<file path="src/hw/rtl/spvrwd_pkg.sv">
package spvrwd_pkg;

	// Opcodes of interest
	localparam logic [15:0] OPC_LOAD         = 16'd61;
	localparam logic [15:0] OPC_STORE        = 16'd62;
	localparam logic [15:0] OPC_ACCESS_CHAIN = 16'd65;
	localparam logic [15:0] OPC_IMAGE_WRITE  = 16'd99;
	localparam logic [15:0] OPC_ATOMIC_STORE = 16'd228;
	localparam logic [15:0] OPC_RMW_FIRST    = 16'd229;
	localparam logic [15:0] OPC_RMW_LAST     = 16'd242;
	localparam logic [15:0] OPC_ATOMIC_FADD  = 16'd6035;

	// Empty tracker marker
	localparam logic [31:0] ID_NONE = 32'hFFFF_FFFF;

	// Parameter positions within an instruction
	localparam logic [1:0] POS_FIRST  = 2'd0;
	localparam logic [1:0] POS_SECOND = 2'd1;
	localparam logic [1:0] POS_THIRD  = 2'd2;
	localparam logic [1:0] POS_LATER  = 2'd3;

	// Configuration register indexes
	localparam logic CFG_VARIABLE_ID   = 1'b0;
	localparam logic CFG_WRITABLE_KIND = 1'b1;

	typedef struct packed {
		logic [31:0] module_word;
		logic        last_word;
	} in_item_t;

	typedef struct packed {
		logic resource_written;
		logic malformed;
	} out_item_t;

	function automatic logic is_atomic_rmw(input logic [15:0] op);
		return op inside {[OPC_RMW_FIRST:OPC_RMW_LAST], OPC_ATOMIC_FADD};
	endfunction

endpackage

</file>
<file path="src/hw/rtl/spvrwd_in_stage.sv">
module spvrwd_in_stage
	import spvrwd_pkg::*;
(
	input  logic     clk,
	input  logic     arst_n,
	input  logic     in_valid,
	output logic     in_ready,
	input  in_item_t in_item,
	input  logic     take,
	output logic     valid_s1,
	output in_item_t item_s1
);

	// Refill when empty or whenever the held request moves on
	assign in_ready = !valid_s1 || take;

	// Hold the valid flag
	always_ff @(posedge clk or negedge arst_n) begin
		if (!arst_n) begin
			valid_s1 <= 1'b0;
		end else if (in_ready) begin
			valid_s1 <= in_valid;
		end
	end

	// Capture the request payload
	always_ff @(posedge clk) begin
		if (in_valid && in_ready) begin
			item_s1 <= in_item;
		end
	end

endmodule

</file>
<file path="src/hw/rtl/spvrwd_core.sv">
module spvrwd_core
	import spvrwd_pkg::*;
#(
	parameter int HEADER_WORDS = 5
)
(
	input  logic        clk,
	input  logic        arst_n,
	input  logic        step,
	input  in_item_t    item,
	input  logic [31:0] variable_id,
	input  logic        writable_kind,
	output out_item_t   result
);

	logic [2:0]  hdr_q, hdr_n;
	logic [15:0] left_q, left_n;
	logic [15:0] op_q, op_n;
	logic [1:0]  pos_q, pos_n;
	logic [31:0] held_q, held_n;
	logic [31:0] chain_q, chain_n;
	logic [31:0] load_q, load_n;
	logic        found_q, found_n;
	logic        bad_q, bad_n;

	// Parse one word and work out the next tracker state
	always_comb begin
		logic [31:0] w;
		logic [15:0] cnt;
		w       = item.module_word;
		cnt     = w[31:16];
		hdr_n   = hdr_q;
		left_n  = left_q;
		op_n    = op_q;
		pos_n   = pos_q;
		held_n  = held_q;
		chain_n = chain_q;
		load_n  = load_q;
		found_n = found_q;
		bad_n   = bad_q;
		if (!found_q && !bad_q) begin
			if (hdr_q < 3'(HEADER_WORDS)) begin
				hdr_n = hdr_q + 3'd1;
			end else if (left_q == 16'd0) begin
				if (cnt == 16'd0) begin
					bad_n = 1'b1;
				end else begin
					op_n   = w[15:0];
					left_n = cnt - 16'd1;
					pos_n  = POS_FIRST;
				end
			end else begin
				left_n = left_q - 16'd1;
				if (pos_q != POS_LATER) begin
					pos_n = pos_q + 2'd1;
				end
				case (pos_q)
					POS_FIRST: begin
						if ((op_q == OPC_STORE || op_q == OPC_ATOMIC_STORE) && w == chain_q)
							found_n = 1'b1;
						if (op_q == OPC_IMAGE_WRITE && w == load_q)
							found_n = 1'b1;
					end
					POS_SECOND: begin
						if (op_q == OPC_ACCESS_CHAIN) begin
							if (w == chain_q) chain_n = ID_NONE;
							held_n = w;
						end
						if (op_q == OPC_LOAD) begin
							if (w == load_q) load_n = ID_NONE;
							held_n = w;
						end
					end
					POS_THIRD: begin
						if (op_q == OPC_ACCESS_CHAIN && w == variable_id)
							chain_n = held_q;
						if (op_q == OPC_LOAD && (w == variable_id || w == chain_q))
							load_n = held_q;
						if (is_atomic_rmw(op_q) && w == chain_q)
							found_n = 1'b1;
					end
					default: begin
					end
				endcase
			end
		end
	end

	// Report from the state after this word
	assign result.resource_written = found_n && writable_kind;
	assign result.malformed        = bad_n;

	// Advance state; return to reset after the final word
	always_ff @(posedge clk or negedge arst_n) begin
		if (!arst_n) begin
			hdr_q   <= '0;
			left_q  <= '0;
			op_q    <= '0;
			pos_q   <= '0;
			held_q  <= '0;
			chain_q <= ID_NONE;
			load_q  <= ID_NONE;
			found_q <= 1'b0;
			bad_q   <= 1'b0;
		end else if (step) begin
			if (item.last_word) begin
				hdr_q   <= '0;
				left_q  <= '0;
				op_q    <= '0;
				pos_q   <= '0;
				held_q  <= '0;
				chain_q <= ID_NONE;
				load_q  <= ID_NONE;
				found_q <= 1'b0;
				bad_q   <= 1'b0;
			end else begin
				hdr_q   <= hdr_n;
				left_q  <= left_n;
				op_q    <= op_n;
				pos_q   <= pos_n;
				held_q  <= held_n;
				chain_q <= chain_n;
				load_q  <= load_n;
				found_q <= found_n;
				bad_q   <= bad_n;
			end
		end
	end

endmodule

</file>
<file path="src/hw/rtl/spirv_resource_write_detector.sv">
// A final word accepted passes from the input register to the result register,
// and waits in the input register while an earlier result is not yet taken.
// Throughput: one word per cycle; a waiting result only stalls a final word.
// Reset: arst_n clears the parser, trackers, configuration and both valid flags.
module spirv_resource_write_detector
	import spvrwd_pkg::*;
#(
	parameter int HEADER_WORDS = 5
)
(
	input  logic        clk,
	input  logic        arst_n,
	input  logic        in_valid,
	output logic        in_ready,
	input  in_item_t    in_item,
	output logic        out_valid,
	input  logic        out_ready,
	output out_item_t   out_item,
	input  logic        cfg_we,
	input  logic        cfg_index,
	input  logic [31:0] cfg_data
);

	logic        valid_s1;
	in_item_t    item_s1;
	logic        take;
	logic        out_free;
	out_item_t   result;
	logic [31:0] variable_id_q;
	logic        writable_kind_q;
	logic        out_valid_q;
	out_item_t   out_item_q;

	// Configuration registers
	always_ff @(posedge clk or negedge arst_n) begin
		if (!arst_n) begin
			variable_id_q   <= '0;
			writable_kind_q <= 1'b0;
		end else if (cfg_we) begin
			case (cfg_index)
				CFG_VARIABLE_ID:   variable_id_q   <= cfg_data;
				CFG_WRITABLE_KIND: writable_kind_q <= cfg_data[0];
				default: begin
				end
			endcase
		end
	end

	spvrwd_in_stage u_in (
		.clk      (clk),
		.arst_n   (arst_n),
		.in_valid (in_valid),
		.in_ready (in_ready),
		.in_item  (in_item),
		.take     (take),
		.valid_s1 (valid_s1),
		.item_s1  (item_s1)
	);

	// Move a word on unless it is final and the result slot is full
	assign out_free = !out_valid_q || out_ready;
	assign take     = valid_s1 && (!item_s1.last_word || out_free);

	spvrwd_core #(
		.HEADER_WORDS (HEADER_WORDS)
	) u_core (
		.clk           (clk),
		.arst_n        (arst_n),
		.step          (take),
		.item          (item_s1),
		.variable_id   (variable_id_q),
		.writable_kind (writable_kind_q),
		.result        (result)
	);

	// Result register
	always_ff @(posedge clk or negedge arst_n) begin
		if (!arst_n) begin
			out_valid_q <= 1'b0;
		end else if (take && item_s1.last_word) begin
			out_valid_q <= 1'b1;
		end else if (out_ready) begin
			out_valid_q <= 1'b0;
		end
	end

	always_ff @(posedge clk) begin
		if (take && item_s1.last_word) begin
			out_item_q <= result;
		end
	end

	assign out_valid = out_valid_q;
	assign out_item  = out_item_q;

	// A write and a malformed module never both show
	a_excl: assert property (@(posedge clk) disable iff (!arst_n)
		out_valid_q |-> !(out_item_q.resource_written && out_item_q.malformed))
		else $error("write and malformed reported together");

	// An empty input register always takes a request
	a_ready: assert property (@(posedge clk) disable iff (!arst_n)
		!valid_s1 |-> in_ready)
		else $error("input stalled while empty");

	// A final word taken yields a result next cycle
	a_result: assert property (@(posedge clk) disable iff (!arst_n)
		(take && item_s1.last_word) |=> out_valid_q)
		else $error("result missing after final word");

	// A non-final word never waits on the output side
	a_flow: assert property (@(posedge clk) disable iff (!arst_n)
		(valid_s1 && !item_s1.last_word) |-> take)
		else $error("non-final word stalled");

endmodule

</file>
<file path="config.mk">
export PLATFORM = sky130hd
export DESIGN_NAME = spirv_resource_write_detector
export DESIGN_NICKNAME = d
export VERILOG_FILES = /design/src/hw/rtl/spvrwd_pkg.sv /design/src/hw/rtl/spvrwd_in_stage.sv /design/src/hw/rtl/spvrwd_core.sv /design/src/hw/rtl/spirv_resource_write_detector.sv
export SDC_FILE = /design/constraint.sdc
export NUM_CORES = 1
export LEC_CHECK = 0
export ABC_AREA = 1
export BUFFER_PORTS_ARGS = -buffer_cell sky130_fd_sc_hd__buf_2
export CORE_UTILIZATION = 45
export DETAILED_ROUTE_END_ITERATION = 6
export PLACE_DENSITY = 0.73
export SKIP_LAST_GASP = 1
export SLEW_MARGIN = 20
export SYNTH_ARGS = -nofsm -noshare
export SYNTH_HDL_FRONTEND = slang
export SYNTH_SLANG_ARGS = --single-unit
</file>
<file path="constraint.sdc">
create_clock -name clk -period 3.1 [get_ports clk]
set_input_delay 0.62 -clock clk [delete_from_list [all_inputs] [get_ports clk]]
set_output_delay 0.62 -clock clk [all_outputs]
set_load 0.01 [all_outputs]
</file>
==> results.sh, run 1 <==
export IMPL_relSlewSlack_pct=42.05
export IMPL_fillers=2106
export IMPL_min_path_type="input pin to async pin"
export IMPL_vdd_drop_max_v=0.0005901
export IMPL_grt_pass1_vias=7612
export IMPL_yosys_top_cells_area="dfrtp_1 25%, dfstp_2 16%, nand2_1 11%"
export IMPL_hold_buffers=0
export IMPL_clk_pin_slew_ps=60
export IMPL_cp_required_ps=3540
export IMPL_cts_sinks=205
export IMPL_cpMaxStageDelayCell="nand2_4"
export IMPL_fin_worst_skew_ps=11.98
export IMPL_status="completed"
export IMPL_final_hold_viol_count=0
export IMPL_pre_cts_ws_ps=481.8
export IMPL_finalCriticalPeriod_ps=2606
export IMPL_endpoint_kind="register"
export IMPL_root_buffer="clkbuf_16"
export IMPL_finalNetCount=1345
export IMPL_htree_levels=1
export IMPL_avgSynthCellArea_um2=8.769
export IMPL_p_per_area_mw_per_mm2=943.0
export IMPL_drtIter0Drc=526
export IMPL_hpwlAfterDp_um=16040
export IMPL_synth_top_cell_area_share_pct=25.15
export IMPL_critPathArrivalTime_ps=3050
export IMPL_globalplace_congestion=0.9143
export IMPL_crit_path_max_fanout=64
export IMPL_fin_ws_ps=494.1
export IMPL_worst_pin_slew_ps=866.2
export IMPL_final_cell_mix="322 x nand2_1, 139 x inv_1, 106 x dfrtp_1"
export IMPL_yosys_warnings=0
export IMPL_leakage_nw=5.656
export IMPL_cts_buffer_depth=3
export IMPL_grt_pass1_wl_um=39060
export IMPL_syn_num_nets=1280
export IMPL_dieArea_mm2=0.02406
export IMPL_cts_tree="yes"
export IMPL_synth_seq_cells=205
export IMPL_grt_overflow=0
export IMPL_synth_seq_area_share_pct=51.05
export IMPL_synth_cell_types=44
export IMPL_grt_usage_pct=20.46
export IMPL_cp_common_cell="nand2_1"
export IMPL_vias=7964
export IMPL_clock_latency_ps=520
export IMPL_critPathKind="register to register"
export IMPL_drive_gt1_share_pct=22.22
export IMPL_r2r_cells=9
export IMPL_setup_tns_ps=0
export IMPL_antenna_found_initial=0
export IMPL_worstPathCellList="inv_1 -> ha_1 -> clkinv_1 -> nor2_1 -> buf_4 -> nand2_1 -> nand2_4 -> nand2_1 -> o21ai_1"
export IMPL_die_y_um=155.1
export IMPL_antenna_cells=0
export IMPL_rsz0062_at_grt="no"
export IMPL_slew_violations=0
export IMPL_rows=55
export IMPL_synth_top_area_cell="dfrtp_1"
export IMPL_wl_per_cell_um=14.87
export IMPL_crit_path_start_kind="register"
export IMPL_io_buffer_count=74
export IMPL_critPathMaxStageDelay_ps=530
export IMPL_area_growth_pct=14.42
export IMPL_cts_repair_resized=0
export IMPL_synthCells=1203
export IMPL_setup_viol=0
export IMPL_timing_rr_end="u_core.load_q[7]"
export IMPL_ant_nets=0
export IMPL_first_pass_iters=5
export IMPL_grt_max_degree=79
export IMPL_min_period_over_period_pct=84.06
export IMPL_drc=0
export IMPL_final_common_cell="nand2_1"
export IMPL_r2r_start="u_core.pos_q[0]"
export IMPL_design_core_area_mm2=0.02285
export IMPL_timing_fmax_mhz=383.7
export IMPL_start_util_pct=46.17
export IMPL_netlist_area_mm2=0.01055
export IMPL_drt_wl_total_um=23800
export IMPL_r2r_slack_ps=490
export IMPL_startpoint="u_core.pos_q[0]"
export IMPL_numCtsBuffers=25
export IMPL_die_width_um=155.1
export IMPL_post_cts_buffers=0
export IMPL_num_io_pins=75
export IMPL_vias_per_cell=4.978
export IMPL_drv_cap=0
## critical path: cells and delay by family, from the launching register on
family / cells / cell delay, ps
AND/OR/NAND/NOR: 4 / 1060
buffers and inverters: 3 / 700
flip-flops: 1 / 430
adder cells (fa/ha/maj): 1 / 180
AO/OA/AOI/OAI: 1 / 120
## cell type report
| cell class | count | area, um^2 | area share (%) |
|---|---|---|---|
| flip-flops and latches | 205 | 5385 | 44.61 |
| clock inverters | 17 | 279.0 | 2.312 |
| inverters | 147 | 551.8 | 4.571 |
| repair buffers | 86 | 504.2 | 4.177 |
| multi-input cells | 803 | 4265 | 35.34 |
| clock buffers | 29 | 693.2 | 5.743 |
| well taps | 313 | 391.6 | 3.245 |
## where the power goes
part / switching [mW] / internal, mW
combinational: 2.16 / 1.36
clock: 1.19 / 2.20
sequential: 0.575 / 3.90
total: 3.93 / 7.45
## sequential cells by signal, summed over array words and instances, names as in the netlist, 2 cells and up
register	flops
u_core.held_q	32
u_core.hdr_q	3
u_in.item_s1	33
out_item	2
u_core.chain_q	32
variable_id_q	32
u_core.load_q	32
u_core.left_q	16
u_core.op_q	16
u_core.pos_q	2
## cells by family (layout without fill, tap and decap cells)
group | count (synthesis) | in the layout | synth area share, %
xor gates and xnor gates | 68 | 68 | 5.646
AOI/OAI and AO/OA | 152 | 152 | 8.540
buffers and inverters | 195 | 279 | 8.599
adders and majority gates | 6 | 6 | 0.7116
and+or+nand+nor | 549 | 549 | 22.46
muxes | 28 | 28 | 2.989
DFF | 205 | 205 | 51.05
## synthesized netlist by cell type
cell type  count
nor3_2         1
nand2_1      323
or2_0          2
nor2_4         5
clkinv_1       1
a21boi_2       1
mux2_2        28
dfrtp_1      106
buf_6         18
o22ai_1        2
nor2_1        83
o31ai_1       10
clkbuf_1       9
nand3_1       76
a31oi_1        2
o21ai_0       21
xnor2_1       68
nor3b_2        1
nor3_1        15
buf_4          6
buf_2         13
nand3b_1       1
or2_1          3
nor4_1         5
buf_1          1
or2_2          4
a21oi_4        1
inv_1        139
nand3_4        1
nor2_2         7
a21oi_1       18
nand2_4        2
o21ai_2       24
ha_1           6
and2_1         3
inv_2          7
nand2_2        6
o21ai_1       72
nand3_2        2
clkbuf_2       1
dfstp_2       64
o21a_1         1
edfxtp_1      35
nand4_1        9
## metal layers
layer / GRT usage (%) / up-vias / routed length (um)
li1: - / 3970 / -
met1: 28.11 / 3777 / 10940
met2: 33.68 / 179 / 11280
met3: 2.758 / 38 / 1029
met4: 6.223 / 0 / 549
met5: 0 / - / 0
## per-stage QoR
step / utilization (%) / area, um^2 / hold WS [ps] / total power, mW / cells
2_1_floorplan: - / 10550 / 324.4 / 7.260 / 1203
3_3_place_gp: 48.58 / 11100 / 450.0 / 7.842 / 1554
3_5_place_dp: 48.58 / 11100 / 458.1 / 7.996 / 1554
4_1_cts: 52.83 / 12070 / 175.1 / 11.45 / 1600
5_1_grt: 52.83 / 12070 / 208.3 / 12.14 / 1600
6_report: 52.83 / 12070 / 157.7 / 11.38 / 1600
## worst max path at each step
stage | endpoint | slack [ps] | cells past startpoint
after floorplan | u_in.item_s1[0] | 1030 | 5
after global routing | u_core.load_q[7] | 280 | 9
after detailed placement | u_core.load_q[7] | 480 | 13
after CTS | u_core.load_q[7] | 520 | 9
after global placement | u_core.load_q[17] | 570 | 13
final | u_core.load_q[7] | 490 | 9
No activity file was read; power rests on OpenSTA's default activity.
==> run 2: changes to the inputs <==
clock period = 2.5 ns   (was 3.1 ns; I/O delays follow)
==> results.sh, run 2 (synthesis results as in run 1) <==
export IMPL_status="completed"
export IMPL_first_pass_iters=5
export IMPL_clk_pin_slew_ps=60
export IMPL_startpoint="u_in.item_s1[18]"
export IMPL_r2r_slack_ps=140
export IMPL_drc=0
export IMPL_area_growth_pct=13.37
export IMPL_post_route_cell_area_mm2=0.01196
export IMPL_final_cell_mix="322 x nand2_1, 139 x inv_1, 106 x dfrtp_1"
export IMPL_die_width_um=155.1
export IMPL_start_util_pct=46.17
export IMPL_rsz0062_at_grt="no"
export IMPL_finalPower_mw=13.41
export IMPL_ff_latch_area_mm2=0.005385
export IMPL_setup_viol=0
export IMPL_vias=7971
export IMPL_vias_per_cell=4.954
export IMPL_min_period_over_period_pct=94.58
export IMPL_path_delay_family="simple AND/OR/NAND/NOR gates"
export IMPL_finalCriticalPeriod_ps=2365
export IMPL_cts_buffer_depth=3
export IMPL_fin_ws_ps=135.4
export IMPL_fillers=2139
export IMPL_drive_gt1_share_pct=22.30
export IMPL_final_hold_viol_count=0
export IMPL_drtIter0Drc=530
export IMPL_placedCellCount=1560
export IMPL_grt_pass1_vias=7766
export IMPL_antenna_found_initial=0
export IMPL_finalNetCount=1356
export IMPL_crit_path_max_fanout=34
export IMPL_design_core_area_mm2=0.02285
export IMPL_critPathKind="register to register"
export IMPL_wl_per_cell_um=15.03
export IMPL_min_path_type="input pin to register"
export IMPL_die_y_um=155.1
export IMPL_htree_levels=1
export IMPL_p_per_area_mw_per_mm2=1122
export IMPL_ant_nets=0
export IMPL_antenna_cells=0
export IMPL_hpwlAfterDp_um=17010
export IMPL_fin_cells=1609
export IMPL_root_buffer="clkbuf_16"
export IMPL_min_delay_worst_endpoint="u_in.item_s1[11]"
export IMPL_globalplace_congestion=0.8969
export IMPL_pre_cts_ws_ps=164.3
export IMPL_placed_cell_area_mm2=0.01116
export IMPL_crit_path_start_kind="register"
export IMPL_critPathArrivalTime_ps=2800
export IMPL_r2r_start="u_in.item_s1[18]"
export IMPL_grt_usage_pct=20.93
export IMPL_cts_repair_resized=0
export IMPL_relSlewSlack_pct=57.16
export IMPL_critPathMaxStageDelay_ps=480
export IMPL_fin_worst_skew_ps=14.75
export IMPL_drt_wl_total_um=24180
export IMPL_hold_depth=1
export IMPL_vdd_drop_max_v=0.0005667
export IMPL_largest_register="u_in.item_s1"
export IMPL_min_from="in_item[11]"
export IMPL_r2r_cells=12
export IMPL_timing_fmax_mhz=422.9
export IMPL_cp_required_ps=2930
export IMPL_worstPathBufferInverterCount=2
export IMPL_worstPathCellList="inv_1 -> or2_1 -> nand3_1 -> nor2_1 -> nand2_1 -> nor2_1 -> nand2_2 -> o21ai_2 -> nand3_4 -> buf_4 -> nand2_1 -> o21ai_2"
export IMPL_grt_pass1_wl_um=39980
export IMPL_drv_cap=0
export IMPL_num_io_pins=75
export IMPL_timing_rr_end="u_core.chain_q[21]"
export IMPL_cts_tree="yes"
export IMPL_leakage_nw=5.609
export IMPL_clock_latency_ps=520
export IMPL_numCtsBuffers=24
export IMPL_io_buffer_count=74
export IMPL_final_common_cell="nand2_1"
export IMPL_rows=55
export IMPL_setup_tns_ps=0
export IMPL_largest_reg_flops=33
export IMPL_multi_input_area_mm2=0.004265
export IMPL_endpoint_kind="register"
export IMPL_cpMaxStageDelayCell="edfxtp_1"
export IMPL_worst_pin_slew_ps=642.5
export IMPL_grt_overflow=0
export IMPL_slew_violations=0
export IMPL_cts_sinks=205
export IMPL_dieArea_mm2=0.02406
export IMPL_grt_max_degree=65
==> run 2: changes by cell type in the layout (fill, tap and decap cells not counted), moves of 3 or more <==
cell / delta
buf_4: +10
bufinv_16: -6
clkinv_1: +4
clkbuf_16: -3
==> run 2: timing repair <==
action | 4_1_cts | 5_1_grt
hold buffers | 1 | 0
endpoints found under the hold margin | 2 | 0
buffers inserted | 0 | 5
endpoints found under the setup margin | 0 | 21
==> run 2: cell type report <==
type	count	share of cell area (%)
Clock buffer	29	5.430
Clock inverter	14	0.8893
Inverter	147	4.614
Multi-Input combinational cell	803	35.67
Sequential cell	205	45.03
Tap cell	313	3.275
Timing Repair Buffer	98	5.095
==> run 2: per-stage QoR <==
stage | hold WS [ps] | util (%)
6_report | 152.0 | 52.34
5_1_grt | 138.7 | 52.34
4_1_cts | 139.3 | 52.18
3_5_place_dp | 453.2 | 48.83
3_3_place_gp | 456.2 | 48.83
2_1_floorplan | 204.4 | -
==> run 2: routing by layer <==
layer  global-route usage (%)  up-vias  part of all wire, %
li1                         -     3986                    -
met1                    29.24     3781                   47
met2                    34.45      167                   46
met3                    2.758       37                  4.6
met4                    5.186        0                  1.9
met5                        0        -                    0
==> run 2: power by group <==
| part | total (mW) | switching, mW | internal (mW) |
|---|---|---|---|
| clock | 3.35 | 1.40 | 1.95 |
| combinational | 4.52 | 2.72 | 1.81 |
| sequential | 5.54 | 0.712 | 4.83 |
| total | 13.4 | 4.83 | 8.59 |
==> run 2: worst max-delay path by stage <==
stage                               endpoint  slack (ps)  cells after the start
after floorplan              u_in.item_s1[0]         430                      5
after global placement     u_core.left_q[12]         190                     11
after detailed placement   u_core.left_q[12]         160                     11
after CTS                  u_core.left_q[12]         160                     11
after global routing       u_core.left_q[12]           1                     11
final                     u_core.chain_q[21]         140                     12
